==> config.mk <==
export PLATFORM = sky130hd
export DESIGN_NAME = ring_entry_offset_lookup_core
export DESIGN_NICKNAME = d
export VERILOG_FILES = /design/src/hdl/reol_pkg.sv /design/src/hdl/reol_store.sv /design/src/hdl/ring_entry_offset_lookup_core.sv
export SDC_FILE = /design/constraint.sdc
export NUM_CORES = 1
export LEC_CHECK = 0
export BUFFER_PORTS_ARGS = -buffer_cell sky130_fd_sc_hd__buf_4
export CAP_MARGIN = 0
export CORE_MARGIN = 2
export CORE_UTILIZATION = 60
export CTS_CLUSTER_DIAMETER = 60
export DETAILED_ROUTE_END_ITERATION = 12
export PLACE_DENSITY = 0.74
export SETUP_SLACK_MARGIN = 0.02
export SYNTH_ARGS = -nofsm -noshare
export SYNTH_HDL_FRONTEND = slang
export SYNTH_SLANG_ARGS = --single-unit
==> constraint.sdc <==
create_clock -name clk -period 6.9 [get_ports clk]
set_input_delay 1.035 -clock clk [delete_from_list [all_inputs] [get_ports clk]]
set_output_delay 1.035 -clock clk [all_outputs]
set_load 0.005 [all_outputs]
==> src/hdl/reol_pkg.sv <==
// Shared widths, codes and sequencer type for the ring entry offset lookup.
package reol_pkg;

	// Field widths
	localparam int FUNC_W     = 1;
	localparam int ELEN_W     = 12;
	localparam int TAG_W      = 32;
	localparam int OFF_W      = 16;
	localparam int SLOT_OUT_W = 4;
	localparam int BOFF_W     = 12;

	// Stream payload widths
	localparam int S_TDATA_W = 64;  // 60 bits of fields, padded to whole bytes
	localparam int S_TUSER_W = 1;
	localparam int M_TDATA_W = 48;
	localparam int M_TUSER_W = 2;

	// Item kinds carried in s_tuser
	localparam logic [FUNC_W-1:0] FUNC_ADD  = 1'b0;
	localparam logic [FUNC_W-1:0] FUNC_FIND = 1'b1;

	// Sequencer states, one-hot
	typedef enum logic [1:0] {
		ST_IDLE = 2'b01,
		ST_WALK = 2'b10
	} seq_state_t;

endpackage

==> src/hdl/reol_store.sv <==
// Entry store: length and tag memories, one write port, one registered read port.
module reol_store #(
	parameter int DEPTH = 16,
	parameter int LW    = 12,
	parameter int SW    = 4
) (
	input  logic                    clk,
	input  logic                    wr_en,
	input  logic [SW-1:0]           wr_addr,
	input  logic [LW-1:0]           wr_len,
	input  logic [reol_pkg::TAG_W-1:0] wr_tag,
	input  logic [SW-1:0]           rd_addr,
	output logic [LW-1:0]           rd_len,
	output logic [reol_pkg::TAG_W-1:0] rd_tag
);
	import reol_pkg::*;

	logic [LW-1:0]    len_mem [DEPTH];
	logic [TAG_W-1:0] tag_mem [DEPTH];

	always_ff @(posedge clk) begin
		if (wr_en) begin
			len_mem[wr_addr] <= wr_len;
			tag_mem[wr_addr] <= wr_tag;
		end
	end

	// Read data registered; only written entries are ever walked
	always_ff @(posedge clk) begin
		rd_len <= len_mem[rd_addr];
		rd_tag <= tag_mem[rd_addr];
	end

endmodule

==> src/hdl/ring_entry_offset_lookup_core.sv <==
// Top level of the ring entry offset lookup: ring pointers, walk sequencer, result register.
//
// A ring of DEPTH entries, each a length and a tag, held in a small memory
// with one write port and one registered read port. An add (s_tuser = 0)
// writes the entry at the write slot, overwriting the oldest entry when the
// ring is full, and returns the slot written. A find (s_tuser = 1) walks
// the stored entries oldest first through the one read port and one shared
// compare/subtract unit, one entry per cycle, until the byte offset lands
// inside an entry; it returns that slot, tag and the offset within it, or
// found = 0 when the offset lies past the stored data. A find on an empty
// ring returns found = 0 without a walk; otherwise it visits k (1..DEPTH)
// entries, the memory read port setting the one-entry-per-cycle pace. The
// block takes no new transfer while a find walks. The result sits in an
// output register, so the next input transfer is taken in the same cycle
// that the pending result is taken. No clearing pass is needed after
// reset: only written entries are ever visited.
module ring_entry_offset_lookup_core #(
	parameter int DEPTH    = 16,
	parameter int LEN_BITS = 12
) (
	input  logic                           clk,
	input  logic                           arst_n,
	// Input stream
	input  logic                           s_tvalid,
	output logic                           s_tready,
	// [11:0] entry_length, [43:12] entry_tag, [59:44] find_offset, [63:60] zero
	input  logic [reol_pkg::S_TDATA_W-1:0] s_tdata,
	// [0] func (0 add, 1 find)
	input  logic [reol_pkg::S_TUSER_W-1:0] s_tuser,
	// Result stream
	output logic                           m_tvalid,
	input  logic                           m_tready,
	// [3:0] slot_index, [35:4] tag_out, [47:36] byte_offset
	output logic [reol_pkg::M_TDATA_W-1:0] m_tdata,
	// [0] found, [1] overwrote
	output logic [reol_pkg::M_TUSER_W-1:0] m_tuser
);
	import reol_pkg::*;

	localparam int SW = $clog2(DEPTH);
	localparam int CW = $clog2(DEPTH + 1);
	localparam int LW = (LEN_BITS < ELEN_W) ? LEN_BITS : ELEN_W;

	// Input fields
	logic [ELEN_W-1:0] in_len;
	logic [TAG_W-1:0]  in_tag;
	logic [OFF_W-1:0]  in_off;
	logic [FUNC_W-1:0] in_func;

	assign in_len  = s_tdata[ELEN_W-1:0];
	assign in_tag  = s_tdata[ELEN_W+TAG_W-1:ELEN_W];
	assign in_off  = s_tdata[ELEN_W+TAG_W+OFF_W-1:ELEN_W+TAG_W];
	assign in_func = s_tuser[FUNC_W-1:0];

	// Ring state
	logic [SW-1:0] write_slot_q;
	logic [SW-1:0] read_slot_q;
	logic          ring_full_q;

	// Walk state
	seq_state_t       state_q;
	logic [SW-1:0]    idx_q;
	logic [CW-1:0]    remain_q;
	logic [OFF_W-1:0] off_q;

	// Result register
	logic                  out_valid_q;
	logic                  found_q;
	logic                  overwrote_q;
	logic [SLOT_OUT_W-1:0] slot_q;
	logic [TAG_W-1:0]      tag_q;
	logic [BOFF_W-1:0]     boff_q;

	// Store interface
	logic [SW-1:0]    rd_addr;
	logic [LW-1:0]    rd_len;
	logic [TAG_W-1:0] rd_tag;
	logic             wr_en;

	function automatic logic [SW-1:0] next_slot(input logic [SW-1:0] s);
		return (s == SW'(DEPTH - 1)) ? '0 : s + 1'b1;
	endfunction

	logic          in_xfer;
	logic          is_add;
	logic [SW-1:0] ws_next;
	logic [SW-1:0] rs_next;
	logic [CW-1:0] count;
	logic          hit;
	logic          last_entry;

	assign s_tready = (state_q == ST_IDLE) && (!out_valid_q || m_tready);
	assign in_xfer  = s_tvalid && s_tready;
	assign is_add   = (in_func == FUNC_ADD);
	assign wr_en    = in_xfer && is_add;

	assign ws_next = next_slot(write_slot_q);
	assign rs_next = ring_full_q ? next_slot(read_slot_q) : read_slot_q;

	// Number of stored entries
	always_comb begin
		if (ring_full_q) begin
			count = CW'(DEPTH);
		end else if (write_slot_q >= read_slot_q) begin
			count = CW'(write_slot_q - read_slot_q);
		end else begin
			count = CW'(DEPTH) - CW'(read_slot_q) + CW'(write_slot_q);
		end
	end

	// Idle: prefetch the oldest entry; walking: prefetch the one after idx_q
	assign rd_addr = (state_q == ST_WALK) ? next_slot(idx_q) : read_slot_q;

	// Shared compare unit: does the remaining offset fall in this entry
	assign hit        = (OFF_W'(rd_len) > off_q);
	assign last_entry = (remain_q == CW'(1));

	reol_store #(
		.DEPTH (DEPTH),
		.LW    (LW),
		.SW    (SW)
	) u_store (
		.clk     (clk),
		.wr_en   (wr_en),
		.wr_addr (write_slot_q),
		.wr_len  (LW'(in_len)),
		.wr_tag  (in_tag),
		.rd_addr (rd_addr),
		.rd_len  (rd_len),
		.rd_tag  (rd_tag)
	);

	// Control state
	always_ff @(posedge clk or negedge arst_n) begin
		if (!arst_n) begin
			state_q      <= ST_IDLE;
			write_slot_q <= '0;
			read_slot_q  <= '0;
			ring_full_q  <= 1'b0;
			out_valid_q  <= 1'b0;
		end else begin
			if (m_tready) begin
				out_valid_q <= 1'b0;
			end
			case (state_q)
				ST_IDLE: begin
					if (in_xfer) begin
						if (is_add) begin
							write_slot_q <= ws_next;
							read_slot_q  <= rs_next;
							ring_full_q  <= (ws_next == rs_next);
							out_valid_q  <= 1'b1;
						end else if (count == '0) begin
							out_valid_q <= 1'b1;
						end else begin
							state_q <= ST_WALK;
						end
					end
				end
				ST_WALK: begin
					if (hit || last_entry) begin
						out_valid_q <= 1'b1;
						state_q     <= ST_IDLE;
					end
				end
				default: begin
					state_q <= ST_IDLE;
				end
			endcase
		end
	end

	// Walk and result payload
	always_ff @(posedge clk) begin
		case (state_q)
			ST_IDLE: begin
				if (in_xfer) begin
					idx_q    <= read_slot_q;
					remain_q <= count;
					off_q    <= in_off;
					found_q  <= 1'b0;
					tag_q    <= '0;
					boff_q   <= '0;
					if (is_add) begin
						slot_q      <= SLOT_OUT_W'(write_slot_q);
						overwrote_q <= ring_full_q;
					end else begin
						slot_q      <= '0;
						overwrote_q <= 1'b0;
					end
				end
			end
			ST_WALK: begin
				if (hit) begin
					found_q <= 1'b1;
					slot_q  <= SLOT_OUT_W'(idx_q);
					tag_q   <= rd_tag;
					boff_q  <= off_q[BOFF_W-1:0];
				end else begin
					// miss leaves the zero result loaded at accept
					off_q    <= off_q - OFF_W'(rd_len);
					idx_q    <= next_slot(idx_q);
					remain_q <= remain_q - 1'b1;
				end
			end
			default: begin
				idx_q <= idx_q;
			end
		endcase
	end

	assign m_tvalid = out_valid_q;
	assign m_tdata  = {boff_q, tag_q, slot_q};
	assign m_tuser  = {overwrote_q, found_q};

endmodule
==> metrics.txt <==
Fin. Hold Viols=0; Num CTS Buffers=83; crit path cell chain=inv_1, ha_1, fa_1, nand2b_1, a211oi_1, o311ai_0, nand2_1, a21oi_4, buf_4; Synth Warn #=0; die area=0.0554 mm^2; Die Y=235 um; crit path launch=off_q[0]; Initial Utilization=0.609; CTS tree=yes; cell count after synthesis=1,551; CP max-delay cell=o311ai_0; RR Startpoint=off_q[0]; vias in the first global route=16,000; async set or reset register ratio after synthesis=0.0144; post-CTS sizing=0; Avg Cell Area, Syn=20.7 um^2; Met3 Routed Length=5440 um; drt initial violations=1,779; required time of the critical path=7.15 ns; setup_tns=0 ns; Via Count=15,500; crit path time final=4.11 ns; Clk Latency, worst-skew pair=0.63 ns; clk_skew=0.0249 ns; P_leak=12.4 nW; power share of the sequential group=0.426; pwr dens=406 mW/mm^2; core region area=0.0528 mm^2; WL final=66,200 um; maximum resistive drop on vdd=0.000435 V; H-Tree Level Count=3; outcome=finished clean; vias per cell=6.26; Reg clk slew, reported paths=0.06 ns; largest family of logic cells by synthesized area=multiplexers; post-synthesis net count=1,648; clock buffer depth=3; # DRC=0; Post-synth EDFFs=779; fraction of the cycle the final worst path needs=0.595; Pre-Repair DR Iteration Count=5; WS Path Type=reg2reg; Placer Congestion=0.861; Top FF cell, synth=edfxtp_1; Min-Delay Path Class=in2async; library cells used by synthesis=58; unrepaired setup endpoints after global routing=no; FMAX=0.243 GHz; clock root cell=clkbuf_16; Die Width=235 um; Rows=84; highest metal used=met5; max incr delay on CP=0.84 ns; M1 WL=26,900 um; #FFs+latches synth=835; Net Sw Power=4.19 mW; Worst slew margin=0.189; DP HPWL=33,500 um; average wire per standard cell=26.8 um; critical path startpoint category=flip-flop; first-pass GRT wire length=99,700 um; fin util=0.695; CTS sink count=835; Slew @ Worst Pin=1.21 ns; Simple-Gate Fraction of Synth Area=0.0250; total gr overflow=0; sequential share of the synthesized area=0.765; Comb power frac=0.267; crit-path max FO=28; Slew Limit Fails=0; Post-Synth XOR/XNOR Area=0.00627; largest net degree at the start of global routing=178; crit end category=flip-flop; Synth Area in Compound Gates=0.0328; Area Growth Syn to Fin=14.1%; gr usage total=0.245; # nets final=1,807; Synth Cell Area=0.0321 mm^2; top-level I/O count=121; Switching Fraction=0.282; clock share of power=0.308; met2 wire length=32,200 um; final setup violation count=0; Post-CTS Hold Buffers=0; fraction of synthesized area in multiplexers=0.143; share of cells above drive strength 1=0.273; Buffers on Ports=116; Max Cap Viol=0; arrival time of the worst setup path=4.36 ns; Adder-Cell Fraction of Synth Area=0.0114; post-route antenna net violation count=0; initial antenna violation count=3; number of setup buffers added after CTS=0; Pint=10.7 mW
[layout make-up]
cell class              instances  area (um^2)
multi-input cells             606         7150
clock inverters                46          526
clock buffers                 108         2270
fillers                      3162        16100
well taps                     688          861
flip-flops and latches        835        24600
inverters                      36          135
diodes                          2         5.00
repair buffers                148         1120
[synth_stat cells (all sizes together) (2+ instances only)]
library cell | instances | area share
ha | 26 | 0.010
mux4 | 176 | 0.12
o31ai | 2 | 0.00047
a22o | 3 | 0.00082
nand3b | 2 | 0.00047
o21ai | 61 | 0.0096
a31oi | 6 | 0.0012
nor4 | 4 | 0.00078
mux2 | 11 | 0.0039
a21boi | 3 | 0.00070
a311o | 2 | 0.00062
a211oi | 4 | 0.00093
and3 | 2 | 0.00039
nor2b | 6 | 0.0012
and2 | 53 | 0.010
nor3 | 9 | 0.0014
inv | 36 | 0.0042
nand2b | 5 | 0.00097
edfxtp | 779 | 0.73
nand3 | 2 | 0.00031
dfrtp | 11 | 0.0086
nor2 | 30 | 0.0035
a21o | 6 | 0.0014
fa | 2 | 0.0012
xnor2 | 13 | 0.0035
a22oi | 44 | 0.010
buf | 45 | 0.0093
dfxtp | 44 | 0.027
mux2i | 49 | 0.015
clkbuf | 29 | 0.0034
a21oi | 23 | 0.0036
nand2 | 31 | 0.0036
nand4 | 3 | 0.00058
xor2 | 10 | 0.0027
[worst paths after layout]
kind	endpoint	slack, ns	cells past startpoint
worst max-delay path	tag_q[15]	2.79	9
worst min-delay path	m_tvalid	0.24	1
worst max register to register	tag_q[15]	2.79	9
worst min register to register	tag_q[29]	0.51	1
max in group asynchronous	state_q[0]	6.42	1
min in group clk	tag_q[29]	0.51	1
[worst max-delay path: cells and delay by family, from the launching register on]
family / cells / cell delay, ns
flip-flops: 1 / 0.39
buffers and inverters: 2 / 0.68
AO/OA/AOI/OAI: 3 / 1.77
adder cells (fa/ha/maj): 2 / 0.42
AND/OR/NAND/NOR: 2 / 0.45
[flip-flops by register name, indices dropped and copies added, names as in the netlist, 5 cells and up]
| name | count |
|---|---|
| boff_q | 12 |
| off_q | 16 |
| remain_q | 5 |
| tag_q | 32 |
| u_store.len_mem | 192 |
| u_store.rd_len | 12 |
| u_store.rd_tag | 32 |
| u_store.tag_mem | 512 |
[placed cells by master (no fill, tap or decap), types with 5 or more instances in the layout]
cell / instances
a21o_1: 5
a21oi_1: 20
a22oi_1: 44
a31oi_1: 6
and2_1: 48
and2_2: 5
buf_4: 147
bufinv_16: 10
clkbuf_1: 17
clkbuf_16: 85
clkbuf_8: 6
clkinv_1: 12
clkinv_2: 12
dfrtp_1: 11
dfxtp_1: 44
edfxtp_1: 779
ha_1: 25
inv_1: 36
mux2_2: 10
mux2i_1: 49
mux4_2: 176
nand2_1: 31
nand2b_1: 5
nor2_1: 25
nor2_4: 5
nor2b_1: 6
nor3_1: 5
o21ai_0: 16
o21ai_1: 44
xnor2_1: 13
xor2_1: 10
[stage by stage]
step	hold slack [ns]	area (um^2)	instances	setup WS (ns)	power, mW
after global routing	0.240	36700	2469	2.38	15.5
after CTS	0.217	36600	2467	2.68	15.0
after detailed placement	0.499	33800	2313	2.51	10.4
after global placement	0.498	33800	2313	2.53	10.3
final	0.242	36700	2469	2.79	14.9
after floorplan	0.488	32100	1551	0.560	9.32
[layer usage]
layer	track usage	vias up
met5	0	-
met4	0.0815	2
met3	0.0528	112
met2	0.391	659
met1	0.344	8030
li1	-	6653
[power by group through the flow]
stage / sequential (mW) / combinational [mW] / clock (mW)
2_1_floorplan: 6.36 / 2.96 / 0
3_3_place_gp: 6.41 / 3.91 / 0
3_5_place_dp: 6.43 / 4.00 / 0
4_1_cts: 6.33 / 4.02 / 4.63
5_1_grt: 6.37 / 4.34 / 4.83
6_report: 6.33 / 3.97 / 4.57
[logic make-up after synthesis]
logic type | Yosys count
compound gates | 166
xor+xnor | 23
simple gates | 153
flops | 835
fa+ha+maj | 28
mux | 236
buf+inv | 110
No activity file was read; power rests on OpenSTA's default activity.
